File: src/rtl/reversing_motor_duty_ramp_macros.svh
// ----------------------------------------------------------------------------
// Assertion macros for reversing_motor_duty_ramp
// Shared property wrappers, clocked on clk and quiet while rst is high.
// ----------------------------------------------------------------------------
`ifndef REVERSING_MOTOR_DUTY_RAMP_MACROS_SVH
`define REVERSING_MOTOR_DUTY_RAMP_MACROS_SVH

// Same-cycle implication.
`define RMDR_ASSERT_NOW(label, ante, cons, msg) \
  label: assert property (@(posedge clk) disable iff (rst) (ante) |-> (cons)) \
    else $error(msg);

// Next-cycle implication.
`define RMDR_ASSERT_NEXT(label, ante, cons, msg) \
  label: assert property (@(posedge clk) disable iff (rst) (ante) |=> (cons)) \
    else $error(msg);

`endif

File: src/rtl/rmdr_pkg.sv
// ----------------------------------------------------------------------------
// rmdr_pkg
// Types, codes and constants shared by the duty ramp controller and datapath.
// ----------------------------------------------------------------------------
package rmdr_pkg;

  localparam int FRAC_BITS_DEF = 16;
  localparam int DUTY_INT_W    = 8;
  localparam int DT_W          = 10;
  localparam int RAMP_W        = 16;
  localparam int OP_W          = 3;
  localparam int DIR_W         = 2;
  localparam int CFG_IDX_W     = 2;
  localparam int CFG_DATA_W    = 16;
  localparam int PROD_W        = DUTY_INT_W + DT_W;

  localparam logic [RAMP_W-1:0]     RAMP_RESET     = 16'd1000;
  localparam logic [DUTY_INT_W-1:0] MAX_DUTY_RESET = 8'd255;

  // register indexes on the config port
  localparam logic [CFG_IDX_W-1:0] CFG_RAMP_TIME = 2'd0;
  localparam logic [CFG_IDX_W-1:0] CFG_MAX_DUTY  = 2'd1;

  typedef enum logic [OP_W-1:0] {
    OP_TICK  = 3'd0,
    OP_OPEN  = 3'd1,
    OP_CLOSE = 3'd2,
    OP_STOP  = 3'd3,
    OP_HALT  = 3'd4
  } op_t;

  typedef enum logic [DIR_W-1:0] {
    DIR_STOPPED = 2'd0,
    DIR_OPENING = 2'd1,
    DIR_CLOSING = 2'd2
  } dir_t;

  typedef struct packed {
    logic [OP_W-1:0] operation;
    logic [DT_W-1:0] dt_ms;
  } cmd_t;

  typedef struct packed {
    logic [DUTY_INT_W-1:0] open_drive;
    logic [DUTY_INT_W-1:0] close_drive;
    logic [DIR_W-1:0]      direction;
  } result_t;

  // controller -> datapath
  typedef struct packed {
    logic capture;   // latch the incoming item
    logic mul;       // form max_duty * dt, load divider
    logic div_step;  // one quotient bit
    logic commit;    // update state, load result register
  } ctrl_cmd_t;

  // datapath -> controller
  typedef struct packed {
    logic in_is_tick;  // item at the input port is a tick
    logic div_last;    // final quotient bit this cycle
    logic out_free;    // result register can take a new value
  } ctrl_sts_t;

endpackage

File: src/rtl/rmdr_ctrl.sv
// ----------------------------------------------------------------------------
// rmdr_ctrl
// Sequencer: accept, multiply, serial divide, commit.
// ----------------------------------------------------------------------------
module rmdr_ctrl
  import rmdr_pkg::*;
(
  input  logic      clk,
  input  logic      rst,
  input  logic      cmd_valid,
  output logic      cmd_stall,
  input  ctrl_sts_t sts,
  output ctrl_cmd_t ctl
);

  typedef enum logic [1:0] {
    S_IDLE,
    S_MUL,
    S_DIV,
    S_COMMIT
  } state_t;

  state_t state;
  logic   busy;

  always_ff @(posedge clk) begin
    if (rst) begin
      state <= S_IDLE;
      busy  <= 1'b0;
    end else begin
      case (state)
        S_IDLE: begin
          if (cmd_valid) begin
            busy  <= 1'b1;
            state <= sts.in_is_tick ? S_MUL : S_COMMIT;
          end
        end
        S_MUL: begin
          state <= S_DIV;
        end
        S_DIV: begin
          if (sts.div_last) begin
            state <= S_COMMIT;
          end
        end
        S_COMMIT: begin
          if (sts.out_free) begin
            busy  <= 1'b0;
            state <= S_IDLE;
          end
        end
        default: begin
          busy  <= 1'b0;
          state <= S_IDLE;
        end
      endcase
    end
  end

  assign cmd_stall = busy;

  always_comb begin
    ctl.capture  = (state == S_IDLE) && cmd_valid;
    ctl.mul      = (state == S_MUL);
    ctl.div_step = (state == S_DIV);
    ctl.commit   = (state == S_COMMIT) && sts.out_free;
  end

endmodule

File: src/rtl/rmdr_dp.sv
// ----------------------------------------------------------------------------
// rmdr_dp
// Config registers, motor state, step multiplier, serial divider, result reg.
// ----------------------------------------------------------------------------
module rmdr_dp
  import rmdr_pkg::*;
#(
  parameter int FRAC_BITS = FRAC_BITS_DEF
) (
  input  logic                  clk,
  input  logic                  rst,
  input  cmd_t                  cmd,
  input  logic                  cfg_we,
  input  logic [CFG_IDX_W-1:0]  cfg_index,
  input  logic [CFG_DATA_W-1:0] cfg_data,
  input  ctrl_cmd_t             ctl,
  output ctrl_sts_t             sts,
  output logic                  result_valid,
  input  logic                  result_stall,
  output result_t               result
);

  localparam int DUTY_W = DUTY_INT_W + FRAC_BITS;
  localparam int NUM_W  = PROD_W + FRAC_BITS;
  localparam int CNT_W  = $clog2(NUM_W);
  localparam int SUM_W  = NUM_W + 1;

  logic [RAMP_W-1:0]     ramp_time_ms;
  logic [DUTY_INT_W-1:0] max_duty;
  dir_t                  req_dir;
  dir_t                  cur_dir;
  logic [DUTY_W-1:0]     duty;

  logic [OP_W-1:0]       op_q;
  logic [DT_W-1:0]       dt_q;
  logic [NUM_W-1:0]      num;   // numerator in, quotient out
  logic [RAMP_W-1:0]     rem;
  logic [CNT_W-1:0]      cnt;

  // divider step
  logic [RAMP_W:0]       rem_sh;
  logic                  rem_ge;
  logic [PROD_W-1:0]     prod;

  // commit logic
  dir_t                  req_next;
  dir_t                  cur_next;
  logic [DUTY_W-1:0]     duty_next;
  logic [SUM_W-1:0]      sum;
  logic [SUM_W-1:0]      ceil_ext;
  logic [NUM_W-1:0]      duty_ext;
  logic [DUTY_INT_W-1:0] whole;

  assign sts.in_is_tick = (cmd.operation == OP_TICK);
  assign sts.div_last   = (cnt == CNT_W'(NUM_W - 1));
  assign sts.out_free   = !result_valid || !result_stall;

  // config writes; a zero ramp time is dropped
  always_ff @(posedge clk) begin
    if (rst) begin
      ramp_time_ms <= RAMP_RESET;
      max_duty     <= MAX_DUTY_RESET;
    end else if (cfg_we) begin
      case (cfg_index)
        CFG_RAMP_TIME: begin
          if (cfg_data != '0) begin
            ramp_time_ms <= cfg_data[RAMP_W-1:0];
          end
        end
        CFG_MAX_DUTY: begin
          max_duty <= cfg_data[DUTY_INT_W-1:0];
        end
        default: begin
        end
      endcase
    end
  end

  assign prod   = PROD_W'(max_duty) * PROD_W'(dt_q);
  assign rem_sh = {rem, num[NUM_W-1]};
  assign rem_ge = (rem_sh >= {1'b0, ramp_time_ms});

  // item capture, multiply, restoring divide (one bit per cycle)
  always_ff @(posedge clk) begin
    if (ctl.capture) begin
      op_q <= cmd.operation;
      dt_q <= cmd.dt_ms;
    end
    if (ctl.mul) begin
      num <= {prod, {FRAC_BITS{1'b0}}};
      rem <= '0;
      cnt <= '0;
    end else if (ctl.div_step) begin
      num <= {num[NUM_W-2:0], rem_ge};
      rem <= rem_ge ? RAMP_W'(rem_sh - {1'b0, ramp_time_ms}) : rem_sh[RAMP_W-1:0];
      cnt <= cnt + CNT_W'(1);
    end
  end

  assign sum      = {1'b0, num} + SUM_W'(duty);
  assign ceil_ext = SUM_W'({max_duty, {FRAC_BITS{1'b0}}});
  assign duty_ext = NUM_W'(duty);

  always_comb begin
    req_next  = req_dir;
    cur_next  = cur_dir;
    duty_next = duty;
    case (op_q)
      OP_TICK: begin
        if (req_dir == cur_dir && req_dir != DIR_STOPPED) begin
          duty_next = (sum > ceil_ext) ? ceil_ext[DUTY_W-1:0] : sum[DUTY_W-1:0];
        end else if (duty_ext <= num) begin
          duty_next = '0;
          cur_next  = req_dir;
        end else begin
          duty_next = duty - num[DUTY_W-1:0];
        end
      end
      OP_OPEN:  req_next = DIR_OPENING;
      OP_CLOSE: req_next = DIR_CLOSING;
      OP_STOP:  req_next = DIR_STOPPED;
      OP_HALT: begin
        req_next  = DIR_STOPPED;
        cur_next  = DIR_STOPPED;
        duty_next = '0;
      end
      default: begin
      end
    endcase
  end

  assign whole = duty_next[DUTY_W-1 -: DUTY_INT_W];

  always_ff @(posedge clk) begin
    if (rst) begin
      req_dir      <= DIR_STOPPED;
      cur_dir      <= DIR_STOPPED;
      duty         <= '0;
      result_valid <= 1'b0;
    end else begin
      if (ctl.commit) begin
        req_dir      <= req_next;
        cur_dir      <= cur_next;
        duty         <= duty_next;
        result_valid <= 1'b1;
      end else if (!result_stall) begin
        result_valid <= 1'b0;
      end
    end
  end

  always_ff @(posedge clk) begin
    if (ctl.commit) begin
      result.open_drive  <= (cur_next == DIR_OPENING) ? whole : '0;
      result.close_drive <= (cur_next == DIR_CLOSING) ? whole : '0;
      result.direction   <= cur_next;
    end
  end

endmodule

File: src/rtl/reversing_motor_duty_ramp.sv
// ----------------------------------------------------------------------------
// reversing_motor_duty_ramp
// Soft-start PWM duty ramp for a reversible motor with two drive legs.
// ----------------------------------------------------------------------------
// Usage:
//  - cmd channel (cmd_valid / cmd_stall / cmd): one item per transfer, either
//    a tick with elapsed ms or an open / close / stop / halt command.
//  - result channel (result_valid / result_stall / result): exactly one
//    transfer per item: duty on the active leg, zero on the other, direction.
//  - cfg channel (cfg_valid / cfg_ready / cfg_index / cfg_data): reg 0 ramp
//    time in ms (zero write ignored), reg 1 max duty. cfg_ready is always
//    high; write only while no item is in flight.
//  - Tick: the multiply step forms max_duty * dt, then a restoring divider
//    by the ramp time produces one quotient bit per cycle over 18 + FRAC_BITS
//    bits. Result is loaded in the commit step; the next item is taken once
//    the sequencer is back in idle. Commands skip the multiply and divide
//    steps and go straight to commit.
//  - A waiting result does not block intake: a new item is taken and worked
//    on; it only holds in its commit step while result_stall keeps the
//    previous result in the output register.
//  - Sync reset: stopped, zero duty, ramp 1000 ms, max duty 255, no result.
// ----------------------------------------------------------------------------
`include "reversing_motor_duty_ramp_macros.svh"

module reversing_motor_duty_ramp
  import rmdr_pkg::*;
#(
  parameter int FRAC_BITS = FRAC_BITS_DEF
) (
  input  logic                  clk,
  input  logic                  rst,
  // item input
  input  logic                  cmd_valid,
  output logic                  cmd_stall,
  input  cmd_t                  cmd,
  // result output
  output logic                  result_valid,
  input  logic                  result_stall,
  output result_t               result,
  // register writes
  input  logic                  cfg_valid,
  output logic                  cfg_ready,
  input  logic [CFG_IDX_W-1:0]  cfg_index,
  input  logic [CFG_DATA_W-1:0] cfg_data
);

  ctrl_cmd_t ctl;
  ctrl_sts_t sts;
  logic      both_legs;

  // config registers sit in the datapath and take a write on any cycle
  assign cfg_ready = 1'b1;

  rmdr_ctrl u_ctrl (
    .clk       (clk),
    .rst       (rst),
    .cmd_valid (cmd_valid),
    .cmd_stall (cmd_stall),
    .sts       (sts),
    .ctl       (ctl)
  );

  rmdr_dp #(
    .FRAC_BITS (FRAC_BITS)
  ) u_dp (
    .clk          (clk),
    .rst          (rst),
    .cmd          (cmd),
    .cfg_we       (cfg_valid && cfg_ready),
    .cfg_index    (cfg_index),
    .cfg_data     (cfg_data),
    .ctl          (ctl),
    .sts          (sts),
    .result_valid (result_valid),
    .result_stall (result_stall),
    .result       (result)
  );

  assign both_legs = (result.open_drive != '0) && (result.close_drive != '0);

  // one item in flight: intake closes right after a transfer
  `RMDR_ASSERT_NEXT(a_busy_after_take, cmd_valid && !cmd_stall, cmd_stall, "intake not closed")

  // a new result only comes out of a busy sequencer
  `RMDR_ASSERT_NOW(a_result_from_busy, $rose(result_valid), $past(cmd_stall), "stray result")

  // never drive both legs
  `RMDR_ASSERT_NOW(a_one_leg, result_valid, !both_legs, "both legs driven")

endmodule

File: config.mk
export PLATFORM = sky130hd
export DESIGN_NAME = reversing_motor_duty_ramp
export DESIGN_NICKNAME = d
export VERILOG_FILES = /design/src/rtl/rmdr_pkg.sv /design/src/rtl/rmdr_ctrl.sv /design/src/rtl/rmdr_dp.sv /design/src/rtl/reversing_motor_duty_ramp.sv
export VERILOG_INCLUDE_DIRS = /design/src /design/src/rtl
export SDC_FILE = /design/constraint.sdc
export NUM_CORES = 1
export LEC_CHECK = 0
export ABC_AREA = 1
export BUFFER_PORTS_ARGS = -buffer_cell sky130_fd_sc_hd__buf_2
export CAP_MARGIN = 20
export CORE_MARGIN = 1.5
export CORE_UTILIZATION = 35
export CTS_CLUSTER_SIZE = 30
export DETAILED_ROUTE_END_ITERATION = 8
export SLEW_MARGIN = 5
export SYNTH_ARGS = -nofsm -noshare
export SYNTH_HDL_FRONTEND = slang
export SYNTH_SLANG_ARGS = --single-unit
File: constraint.sdc
create_clock -name clk -period 5.7 [get_ports clk]
set_clock_uncertainty 0.05 [all_clocks]
set_input_delay 0.285 -clock clk [delete_from_list [all_inputs] [get_ports clk]]
set_output_delay 0.285 -clock clk [all_outputs]
set_load 0.03 [all_outputs]
# Word level (Yosys, flattened, before mapping)
# Index checks and enable logic that the tools add are counted.
# Widths: inputs -> output; s select.
[word_totals]
reg_bits = 143
[op_classes]
add_sub_neg = 4
multipliers = 1
magnitude_cmp = 3
eq_ne = 16
muxes = 21
n_reduce_logical = 23
[op_table]
columns = ["operator", "n"]
rows = [
  ["$mux 24", 3],
  ["$mux 34", 2],
  ["$pmux 24 s2", 1],
  ["$add 34x24->35", 1],
  ["$gt 35x24->1", 1],
  ["$le 24x34->1", 1],
  ["$sub 24x24->24", 1],
  ["$mul 8x10->18", 1],
  ["$ge 17x16->1", 1],
  ["$mux 16", 1],
  ["$reduce_bool 16->1", 1],
  ["$sub 16x16->16", 1],
  ["$mux 2", 6],
  ["$reduce_and 3->1", 3],
  ["$pmux 2 s4", 1],
  ["$reduce_bool 2->1", 4],
  ["$add 6x1->6 const B", 1],
  ["$eq 2x1->1 const B", 3],
  ["$eq 2x2->1 const B", 3],
  ["$eq 3x2->1 const B", 2],
  ["$eq 6x6->1 const B", 1],
  ["$logic_not 3->1", 2],
  ["$ne 2x1->1 const B", 3],
  ["$pmux 2 s3", 1],
  ["14 further kinds", 23],
]

# Logic depth before layout (Yosys ltp)
# Gate-level depths: netlist (run 1).
[depth]
ltp_word = 5
depth_mapped = 33

# By module
# Synthesis (run 1) repeated with hierarchy kept, for this count alone.
[unflattened]
hier_cells = 1868
area_unflattened_um2 = 13071.3
[by_module_without_submodules]
columns = ["module", "instances", "cells_per_inst", "area_each_um2", "seq_area_each_um2"]
rows = [
  ["rmdr_dp", 1, 1826, 12786.0, 3293.2],
  ["rmdr_ctrl", 1, 40, 274.0, 60.1],
  ["reversing_motor_duty_ramp", 1, 2, 11.3, 0.0],
]

# Least setup slack after synthesis (run 1)
# Ideal clock, no wire load.
[synth_timing]
kind = "register to register"
start = "register u_dp.max_duty[7]"
end = "register u_dp.num[30], data pin"
setup_ns = 0.267
arrival_time_ns = 4.353
required_time_ns = 5.383
path_slack_ns = 1.030
stages_incl_launch_ff = 22
n_path_buf = 1
synth_period_minus_slack_ns = 4.670
cell_sequence = "dfxtp_1 > clkbuf_1 > nand2_1 > fa_1 > inv_1 > fa_1 > fa_1 > inv_1 > fa_1 > inv_1 > ha_1 > a21oi_1 > a21boi_0 > nor2_1 > o21ai_0 > nand2_1 > nand2_1 > nand2_1 > a21oi_1 > a21oi_1 > o21ai_0 > o21ai_0"
[synth_between]
elab_chain_cells = 2
[synth_lines]
columns = ["item", "line", "text"]
rows = [
  ["start, declared", "rmdr_dp.sv:29", "logic [DUTY_INT_W-1:0] max_duty;"],
  ["start signal, assigned", "rmdr_dp.sv:71", "max_duty <= cfg_data[DUTY_INT_W-1:0];"],
  ["$mul 8x10->18", "rmdr_dp.sv:79", "assign prod = PROD_W'(max_duty) * PROD_W'(dt_q);"],
  ["$mux 34", "rmdr_dp.sv:89", "if (ctl.mul) begin"],
  ["end signal, assigned", "rmdr_dp.sv:90", "num <= {prod, {FRAC_BITS{1'b0}}};"],
  ["end signal, assigned", "rmdr_dp.sv:94", "num <= {num[NUM_W-2:0], rem_ge};"],
  ["end, declared", "rmdr_dp.sv:36", "logic [NUM_W-1:0] num;"],
]
# No other way between the ends.
# A chain may end at the register's enable or synchronous reset.

# Worst setup path after layout (run 1)
[layout_timing]
start = "register u_dp.max_duty[6]"
end = "register u_dp.num[30], data pin"
# Same word-level chain as after synthesis.

==> summary.md, run 1 <==
| Metric | Value |
|---|---|
| Post-synth EDFFs | `49` |
| Final worst slack | `0.457 ns` |
| Tmin final | `5.24 ns` |
| Max frequency | `0.191 GHz` |
| CP peak stage delay | `0.75 ns` |
| Vias in the first global route | `11500` |
| Initial DRC Count | `slightly above 1000` |
| Worst flop-to-flop path endpoint | `u_dp.num[30]` |
| # H-tree levels | `4` |
| Worst Path Required | `5.83 ns` |
| Antenna Cells | `0` |
| Crit-path cells | `nand2_1 -> fa_1 -> fa_1 -> inv_1 -> fa_1 -> fa_1 -> ha_1 -> a21oi_1 -> o21ai_0 -> a21boi_0 -> nor2_1 -> o21ai_0 -> nand2_1 -> nand2_1 -> nand2_1 -> a21oi_1 -> a21oi_1 -> o21ai_0 -> o21ai_0` |
| GRT Util Overall | `between 20 and 25%` |
| Die height | `196 um` |
| Worst VDD drop | `0.499 mV` |
| Hpwl dp | `30500 um` |
| GPL Wtd Cong | `between 0.9 and 1` |
| First-pass GRT wire length | `approximately 62000 um` |
| Hold-critical path endpoint | `u_dp.ramp_time_ms[9]` |
| HP Start | `cfg_data[9]` |
| Yosys cell types | `59` |
| Buf/Inv on CP | `1` |
| Fin crit share | `between 90 and 100%` |
| CTS max path bufs | `2` |
| Dpl cells | `2323` |
| Min-Delay Path Class | `in -> reg` |
| Share of layout cells above drive strength 1 | `7.58%` |
| Crit path kind | `reg -> reg` |
| CP max FO | `12` |
| Prevailing post-synth register cell | `dfxtp_1` |
| Layout area overhead | `10.0%` |
| Clock transition at path regs | `around 0.070 ns` |
| Sequential element share of the synthesized area | `25.8%` |
| Post-Syn Area | `around 0.013 mm^2` |
| Gr ovfl total | `0` |
| Max cap viols | `0` |
| CTS tree | `done` |
| Core Area | `0.0366 mm^2` |
| Root Buffer | `clkbuf_16` |
| Nets@finish | `2090` |
| I/O pin total | `57` |
| Yosys reg bits | `143` |
| Worst setup SP type | `flop` |
| Hold depth | `3` |
| Largest delay share family, worst path | `adder cells` |
| Warnings from Yosys | `0` |
| Crit-path slowest cell | `dfxtp_1` |
| Total Wirelength | `38400 um` |
| Clk_lat worst skew | `~0.45 ns` |
| DP Worst Slack | `0.532 ns` |
| Worst EP arrival | `5.37 ns` |
| DRC Markers | `0` |
| Routed len/inst | `between 15 and 20 um` |
| Yosys top cell by area | `dfxtp_1` |
| RSZ-0062 raised after global routing | `false` |
| Largest net degree at the start of global routing | `49` |
| Status | `finished, final reports clean` |
| Max-slew headroom | `27.6%` |
| CTS buffer count | `17` |
| Final setup fails | `0` |
| ANT nets after route | `0` |
| PD cells | `between 500 and 600 mW/mm^2` |
| Final Max Slew Viols | `0` |
| R2R Setup Slk | `approximately 0.46 ns` |
| Vias post-DR | `12200` |
| Synthesized area per cell | `6.98 um^2` |
| FF-to-FF path depth | `19` |
| Die width | `196 um` |
| Hold Fails Final Rpt | `0` |
| CP Capture Type | `flop` |
| Hold_ws | `around 0.027 ns` |
| PortBufs | `55` |
| Syn nets | `2067` |
| Async SR Flop Fraction | `0%` |
| Pleak | `7.14 nW` |
| Setup TNS | `0 ns` |
| Worst-Margin Slew | `between 1 and 1.5 ns` |
| Num Clock Sinks | `143` |
| Yosys top cell area share | `14.5%` |
| First-pass DRT Iterations | `6` |
| Worst r2r src | `u_dp.max_duty[6]` |
| Finished Layout Cells | `2368` |
| Initial Util | `35.5%` |
| Initial antenna violation count | `0` |
| Vias per cell | `slightly above 5` |
| FP Rows | `70` |
| Syn Inst Count | `between 1500 and 2000` |
| Largest cells by area after synthesis | `dfxtp_1 (14%), nand2_1 (13%), edfxtp_1 (11%), ha_1 (11%), inv_1 (8.8%)` |
| Die ar. | `0.0383 mm^2` |
cell usage in the layout, fill, tap and decap left out, types with 8 or more instances in the layout:
cell type	count
nor2_1	101
o21bai_1	11
o21ai_0	103
nand2_1	466
fa_1	51
dfxtp_1	94
nand4_1	28
nand3_1	91
inv_2	12
xor2_1	28
dlygate4sd3_1	13
edfxtp_1	49
nor2_2	16
o22ai_1	9
ha_1	116
a21oi_1	193
xnor2_1	14
o211ai_1	18
nor4_1	8
inv_1	305
nor3_1	12
buf_2	55
clkbuf_16	17
routing by layer:
layer	vias up	share of wire (%)	track usage, %
met5	-	0	0
met4	0	2.1	5.98
met3	46	5.7	2.54
met2	371	44	32.3
met1	5665	48	29.3
li1	6071	-	-
worst reg2reg max path, cell delays in order (launching register included):
cell	delay, ns
dfxtp_1	0.75
nand2_1	0.16
fa_1	0.53
fa_1	0.55
inv_1	0.06
fa_1	0.50
fa_1	0.49
ha_1	0.35
a21oi_1	0.14
o21ai_0	0.19
a21boi_0	0.27
nor2_1	0.09
o21ai_0	0.15
nand2_1	0.10
nand2_1	0.09
nand2_1	0.05
a21oi_1	0.15
a21oi_1	0.08
o21ai_0	0.12
o21ai_0	0.10
sequential cells by signal, summed over array words and instances, names as in the netlist, 3 cells and up:
signal / count
u_dp.cnt: 6
u_dp.dt_q: 10
u_dp.duty: 24
u_dp.max_duty: 8
u_dp.num: 34
u_dp.op_q: 3
u_dp.ramp_time_ms: 16
u_dp.rem: 16
u_dp.result: 18
final cells by class:
cell class / count / area [um^2]
Clock inverter: 15 / 169
Fill cell: 3898 / 22300
Sequential cell: 143 / 3350
Timing Repair Buffer: 74 / 470
Clock buffer: 17 / 425
Tap cell: 468 / 586
Multi-Input combinational cell: 1331 / 8110
Inverter: 320 / 1200
cell families after synthesis:
| logic type | Yosys count | share of synthesized area, % |
|---|---|---|
| flops | 143 | 25.8 |
| fa+ha+maj | 167 | 19.0 |
| buf+inv | 390 | 11.9 |
| xor+xnor | 42 | 2.83 |
| other cells | 1 | 0.0288 |
| compound gates | 378 | 16.1 |
| simple gates | 743 | 24.4 |
cells in the mapped netlist, types with 11 or more instances:
master and n:
nand2_1 466, xnor2_1 14, nor2_1 102, o21ai_0 103, o21bai_1 11, inv_2 12
nand3_1 91, edfxtp_1 49, dfxtp_1 94, inv_1 305, ha_1 116, clkbuf_1 37
nand4_1 28, fa_1 51, nor2_2 15, xor2_1 28, o211ai_1 18, nor3_1 12
a21oi_1 193
how the worst max path moves through the flow:
stage | from | endpoint | depth (start not counted)
2_1_floorplan | u_dp.max_duty[7] | u_dp.num[30] | 21
3_3_place_gp | u_dp.max_duty[7] | u_dp.num[30] | 20
3_5_place_dp | u_dp.max_duty[7] | u_dp.num[30] | 20
4_1_cts | u_dp.max_duty[4] | u_dp.num[30] | 19
5_1_grt | u_dp.max_duty[7] | u_dp.num[30] | 19
6_report | u_dp.max_duty[6] | u_dp.num[30] | 19
per-stage QoR:
stage,utilization [%],cell area [um^2],total power (W)
2_1_floorplan,-,13000,0.00604
3_3_place_gp,37.0,13600,0.00719
3_5_place_dp,37.1,13600,0.00725
4_1_cts,39.1,14300,0.00845
5_1_grt,39.1,14300,0.00940
6_report,39.1,14300,0.00843
report_power, final:
part / leakage (nW) / switching [W] / internal [W]
sequential: 1.26 / 0.000227 / 0.00139
clock: 0.294 / 0.000554 / 0.000592
combinational: 5.59 / 0.00358 / 0.00207
what timing repair did:
action | in CTS | in global routing
hold endpoints to repair | 13 | 0
gates resized for setup | 0 | 0
buffers inserted | 0 | 0
hold buffers | 13 | 0
Power figures use the tool's default switching activity.
==> run 2: changes to the inputs <==
--- a/config.mk
+++ b/config.mk
@@ -9,11 +9,14 @@
 export ABC_AREA = 1
 export BUFFER_PORTS_ARGS = -buffer_cell sky130_fd_sc_hd__buf_2
 export CAP_MARGIN = 20
+export CELL_PAD_IN_SITES_DETAIL_PLACEMENT = 0
+export CELL_PAD_IN_SITES_GLOBAL_PLACEMENT = 1
 export CORE_MARGIN = 1.5
 export CORE_UTILIZATION = 35
 export CTS_CLUSTER_SIZE = 30
 export DETAILED_ROUTE_END_ITERATION = 8
-export SLEW_MARGIN = 5
+export PLACE_DENSITY_LB_ADDON = 0.1
+export SLEW_MARGIN = 10
 export SYNTH_ARGS = -nofsm -noshare
 export SYNTH_HDL_FRONTEND = slang
 export SYNTH_SLANG_ARGS = --single-unit
==> run 2 against run 1 <==
  * Register-to-register slack gained 0.07 ns
  * Sequential cell count is the same
  * Setup slack gained 0.068 ns
  * Clock power is essentially flat
  * Critical path type unchanged
  * Critical endpoint unchanged
==> summary.md, run 2 (synthesis results as in run 1) <==
| Metric | Value |
|---|---|
| Die ar. | `0.0383 mm^2` |
| Met3 usage | `2.99%` |
| Nets@finish | `2100` |
| Hold Fails Final Rpt | `0` |
| GPL Wtd Cong | `~0.94` |
| Worst setup SP type | `flop` |
| Min-Delay Path Class | `in -> reg` |
| Vias post-DR | `12100` |
| Initial antenna violation count | `0` |
| Setup TNS | `0 ns` |
| Biggest regs | `u_dp.num x34, u_dp.duty x24, u_dp.result x18` |
| Layout area overhead | `10.5%` |
| Worst r2r src | `u_dp.max_duty[6]` |
| Area of the multi-input gates | `0.00811 mm^2` |
| Die width | `196 um` |
| Routed len/inst | `18.0 um` |
| Gr ovfl total | `0` |
| Crit path kind | `reg -> reg` |
| Seq. cell area | `0.00335 mm^2` |
| Antenna Cells | `0` |
| Share of layout cells above drive strength 1 | `7.91%` |
| Clock transition at path regs | `0.07 ns` |
| RSZ-0062 raised after global routing | `false` |
| Hpwl dp | `33800 um` |
| I/O pin total | `57` |
| Total Wirelength | `between 40000 and 50000 um` |
| PortBufs | `55` |
| Fin crit share | `just over 90%` |
| Setup Fix Bufs, Post-CTS | `0` |
| CTS buffer count | `17` |
| Max frequency | `just under 0.2 GHz` |
| Worst Path Required | `between 5 and 6 ns` |
| Final setup fails | `0` |
| PD cells | `597 mW/mm^2` |
| Final Max Slew Viols | `0` |
| Worst EP arrival | `~5.3 ns` |
| Vias in the first global route | `11900` |
| Initial Util | `35.5%` |
| Max reg flops | `34` |
| Pleak | `7.18 nW` |
| CTS tree | `done` |
| Worst VDD drop | `around 0.47 mV` |
| First-pass GRT wire length | `67300 um` |
| Worst Setup SP | `u_dp.max_duty[6]` |
| GRT met1 Usage | `31.7%` |
| Vias per cell | `5.07` |
| Worst-Margin Slew | `0.950 ns` |
| Fillers | `between 4000 and 5000` |
| Commonest non-fill, non-tap cell in the layout | `nand2_1` |
| Busiest grt layer | `met2` |
| Clk_lat worst skew | `0.47 ns` |
| Tmin final | `5.18 ns` |
| Core Area | `0.0366 mm^2` |
| HP Start | `cfg_data[6]` |
| Max-slew headroom | `a little over a third` |
| Max cap viols | `0` |
| # H-tree levels | `4` |
| Most frequent cells in the layout | `nand2_1 (466), inv_1 (305), a21oi_1 (193)` |
| Largest net degree at the start of global routing | `50` |
| Root Buffer | `clkbuf_16` |
| Num Clock Sinks | `between 100 and 150` |
| Die height | `196 um` |
| CTS max path bufs | `2` |
| Tot Pwr | `0.00858 W` |
| DRC Markers | `0` |
| ANT nets after route | `0` |
| CP max FO | `12` |
| FP Rows | `70` |
| Reg with most FFs | `u_dp.num` |
| GR Util met2 | `37.9%` |
| First-pass DRT Iterations | `8` |
| CP Capture Type | `flop` |
| Status | `finished, final reports clean` |
| Initial DRC Count | `745` |
| GRT Util Overall | `between 20% and 30%` |
-- run 2: changes by cell type in the layout (fill, tap and decap cells not counted), sizes merged --
cell,before,now
buf,61,68
inv,327,323
clkinv,8,9
bufinv,0,1
clkbuf,17,19
dlygate4sd3,13,16
-- run 2: critical path: stages, from the launching register on --
cell	delay (ns)
dfxtp_1	0.73
nand2_1	0.17
fa_1	0.53
fa_1	0.54
inv_1	0.06
fa_1	0.50
fa_1	0.49
ha_1	0.35
a21oi_1	0.14
o21ai_0	0.19
a21boi_0	0.27
nor2_1	0.09
o21ai_0	0.15
nand2_1	0.09
nand2_1	0.09
nand2_1	0.05
a21oi_1	0.15
a21oi_1	0.08
o21ai_0	0.08
o21ai_0	0.09
-- run 2: worst paths after layout --
kind	endpoint	slack, ns	depth (start not counted)
worst max-delay path	u_dp.num[30]	0.52	19
worst min-delay path	u_dp.ramp_time_ms[6]	0.03	3
worst max register to register	u_dp.num[30]	0.52	19
worst min register to register	u_dp.ramp_time_ms[4]	0.41	2
-- run 2: layout make-up --
cell class | instances | area share (%)
Multi-Input combinational cell | 1331 | 56.4
Sequential cell | 143 | 23.3
Inverter | 320 | 8.36
Tap cell | 468 | 4.07
Timing Repair Buffer | 84 | 3.71
Clock buffer | 19 | 3.23
Clock inverter | 13 | 0.871
-- run 2: what timing repair did --
action                                 in CTS  in global routing
hold buffers                               16                  0
resized for setup                           0                  0
endpoints found under the hold margin      16                  0
-- run 2: where the power goes --
group / switching [W] / internal [W]
logic: 0.00369 / 0.00210
registers: 0.000234 / 0.00139
clock network: 0.000517 / 0.000645
total: 0.00444 / 0.00414
-- run 2: per-stage QoR --
step                setup slack, ns  utilization [%]  instance area [um^2]  std cells  hold WS, ns
finish                        0.525             39.3                 14400       2378       0.0308
global route                  0.125             39.3                 14400       2378       0.0380
CTS                           0.459             39.3                 14400       2378      0.00804
detailed placement            0.479             37.2                 13600       2330        0.412
global placement              0.506             37.2                 13600       2330        0.400
floorplan                      1.03                -                 13000       1864        0.334
-- run 2: layer usage --
layer / vias up / share of wire [%]
li1: 6090 / -
met1: 5680 / 49
met2: 256 / 46
met3: 34 / 3.4
met4: 0 / 1.7
met5: - / 0
==> run 3: changes to the inputs <==
--- a/config.mk
+++ b/config.mk
@@ -7,14 +7,15 @@
 export NUM_CORES = 1
 export LEC_CHECK = 0
 export ABC_AREA = 1
-export BUFFER_PORTS_ARGS = -buffer_cell sky130_fd_sc_hd__buf_2
+export BUFFER_PORTS_ARGS = -buffer_cell sky130_fd_sc_hd__buf_4
 export CAP_MARGIN = 20
 export CELL_PAD_IN_SITES_DETAIL_PLACEMENT = 0
 export CELL_PAD_IN_SITES_GLOBAL_PLACEMENT = 1
 export CORE_MARGIN = 1.5
-export CORE_UTILIZATION = 35
+export CORE_UTILIZATION = 46
 export CTS_CLUSTER_SIZE = 30
 export DETAILED_ROUTE_END_ITERATION = 8
+export MAX_ROUTING_LAYER = met4
 export PLACE_DENSITY_LB_ADDON = 0.1
 export SLEW_MARGIN = 10
 export SYNTH_ARGS = -nofsm -noshare
==> run 3 against run 2 <==
  * Final area shrank 0.18%
  * Register-to-register slack is essentially flat
  * Power shrank 0.31%
  * Clock power is essentially flat
  * Via count grew 0.75%
  * Global-route usage grew 5.8 points
  * Sequential share of layout area is essentially flat
  * Non-clock buffer count shrank 8
  * Largest power group unchanged
  * Count of clock-buffer cells in the layout is the same
  * Cell count shrank 4.1%
==> summary.md, run 3 (synthesis results as in run 1) <==
| Metric | Value |
|---|---|
| CTS tree | `done` |
| Core Area | `0.0278 mm^2` |
| Biggest regs | `u_dp.num x34, u_dp.duty x24, u_dp.result x18` |
| R2R Setup Slk | `0.52 ns` |
| CP Capture Type | `flop` |
| Share of layout cells above drive strength 1 | `7.62%` |
| Crit path kind | `reg -> reg` |
| DRC Markers | `0` |
| Status | `finished, final reports clean` |
| Final setup fails | `0` |
| Worst EP arrival | `approximately 5.3 ns` |
| Root Buffer | `clkbuf_16` |
| GPL Wtd Cong | `0.978` |
| Initial Util | `46.8%` |
| # H-tree levels | `4` |
| Initial antenna violation count | `0` |
| Post_cts resized | `0` |
| FP Rows | `61` |
| FF-to-FF path depth | `20` |
| Worst flop-to-flop path endpoint | `u_dp.num[30]` |
| PD cells | `just under 600 mW/mm^2` |
| Pleak | `7.18 nW` |
| First-pass GRT wire length | `62300 um` |
| Area of the multi-input gates | `0.00811 mm^2` |
| Hold Fails Final Rpt | `0` |
| Worst setup SP type | `flop` |
| CP max FO | `12` |
| I/O pin total | `57` |
| Num Clock Sinks | `around 140` |
| Min-Delay Path Class | `in -> reg` |
| CTS buffer count | `17` |
| Seq. cell area | `0.00335 mm^2` |
| Most frequent cells in the layout | `nand2_1 (466), inv_1 (305), a21oi_1 (193)` |
| Setup TNS | `0 ns` |
| Comb pwr share | `67.3%` |
| Switching share of power | `51.2%` |
| ANT nets after route | `0` |
| PortBufs | `between 50 and 60` |
| Sequential share of power | `19.0%` |
| Pint | `0.00418 W` |
| Sw Pwr | `0.00437 W` |
| Initial DRC Count | `891` |
| Worst r2r src | `u_dp.max_duty[7]` |
| Vias post-DR | `12200` |
| Gr ovfl total | `0` |
| Nets@finish | `2092` |
| CTS max path bufs | `2` |
| Max cap viols | `0` |
| Reg with most FFs | `u_dp.num` |
| Die height | `171 um` |
| Largest net degree at the start of global routing | `49` |
| Vias in the first global route | `11700` |
| Commonest non-fill, non-tap cell in the layout | `nand2_1` |
| HP Start | `cfg_data[8]` |
| RSZ-0062 raised after global routing | `false` |
| Clock transition at path regs | `approximately 0.070 ns` |
| Die width | `171 um` |
| Fillers | `2891` |
| Final worst slack | `0.521 ns` |
| Final core occ | `51.6%` |
| Max frequency | `0.193 GHz` |
| Worst Path Required | `5.83 ns` |
| Die ar. | `0.0293 mm^2` |
| Final Max Slew Viols | `0` |
| Tmin final | `about 5.2 ns` |
| Antenna Cells | `0` |
| DP Worst Slack | `0.558 ns` |
| Hold depth | `3` |
| Max-slew headroom | `40.6%` |
| GRT Util Overall | `28.8%` |
| Routed len/inst | `17.3 um` |
| First-pass DRT Iterations | `8` |
| Hpwl dp | `around 31000 um` |
| Fin crit share | `90.9%` |
| Clk_lat worst skew | `0.45 ns` |
| Total Wirelength | `between 30000 and 40000 um` |
| Worst VDD drop | `0.512 mV` |
| Max reg flops | `34` |
| Clk pwr share | `between 10% and 20%` |
| Layout area overhead | `10.3%` |
| Worst-Margin Slew | `0.889 ns` |
| Vias per cell | `approximately 5.3` |
| Hold-critical path endpoint | `u_dp.ramp_time_ms[8]` |
-- run 3: cell types whose count changed in the layout (fill, tap and decap cells not counted) --
cell,change
bufinv_16,+1
clkinvlp_4,+1
clkinv_2,-1
buf_4,+50
clkbuf_1,+1
clkinv_4,-1
buf_2,-55
clkbuf_8,-1
inv_6,-1
dlygate4sd3_1,-3
inv_8,+1
-- run 3: cell type report --
cell class / instances / share of cell area, %
inverter: 320 / 8.37
clock buffer: 19 / 3.17
clock inverter: 13 / 1.06
tap: 378 / 3.30
timing repair buffer: 76 / 4.20
multi-input combinational: 1331 / 56.5
sequential: 143 / 23.4
-- run 3: power groups by stage --
| stage | clock network [W] | logic, W | registers, W |
|---|---|---|---|
| finish | 0.00118 | 0.00575 | 0.00162 |
| global placement | 0 | 0.00568 | 0.00164 |
| detailed placement | 0 | 0.00572 | 0.00164 |
| floorplan | 0 | 0.00449 | 0.00156 |
| global route | 0.00124 | 0.00667 | 0.00165 |
| CTS | 0.00120 | 0.00578 | 0.00162 |
-- run 3: through the flow --
stage	area (um^2)	total power (W)	std cells	hold slack, ns
6_report	14300	0.00855	2280	0.0180
5_1_grt	14300	0.00956	2280	0.0190
4_1_cts	14300	0.00860	2280	0.00457
3_5_place_dp	13600	0.00736	2235	0.406
3_3_place_gp	13600	0.00731	2235	0.398
2_1_floorplan	13000	0.00604	1864	0.334
-- run 3: what timing repair did --
item                      4_1_cts  5_1_grt
hold buffers                   13        0
hold endpoints to repair       13        0
buffers inserted                0        0
-- run 3: critical path: stages, from the launching register on --
cell	delay (ns)
dfxtp_1	0.74
nand2_1	0.17
fa_1	0.57
inv_1	0.05
fa_1	0.50
fa_1	0.55
inv_1	0.06
fa_1	0.54
inv_1	0.05
ha_1	0.33
a21oi_1	0.17
a21boi_0	0.25
nor2_1	0.09
o21ai_0	0.14
nand2_1	0.09
nand2_1	0.08
nand2_1	0.05
a21oi_1	0.16
a21oi_1	0.08
o21ai_0	0.08
o21ai_0	0.09
-- run 3: how the worst max path moves through the flow --
stage                           startpoint           end  cells past startpoint
after CTS                 u_dp.max_duty[4]  u_dp.num[33]                     24
final                     u_dp.max_duty[7]  u_dp.num[30]                     20
after global routing      u_dp.max_duty[2]  u_dp.num[33]                     24
after detailed placement  u_dp.max_duty[7]  u_dp.num[30]                     20
after floorplan           u_dp.max_duty[7]  u_dp.num[30]                     21
after global placement    u_dp.max_duty[4]  u_dp.num[30]                     19
-- run 3: layer usage --
layer  global-route usage, %  routed length, um  up-vias
met2                    46.6              18300      300
li1                        -                  -     6080
met5                       -                  0        -
met1                    36.4              18000     5709
met4                    11.2               1310        0
met3                    4.07               1940       61
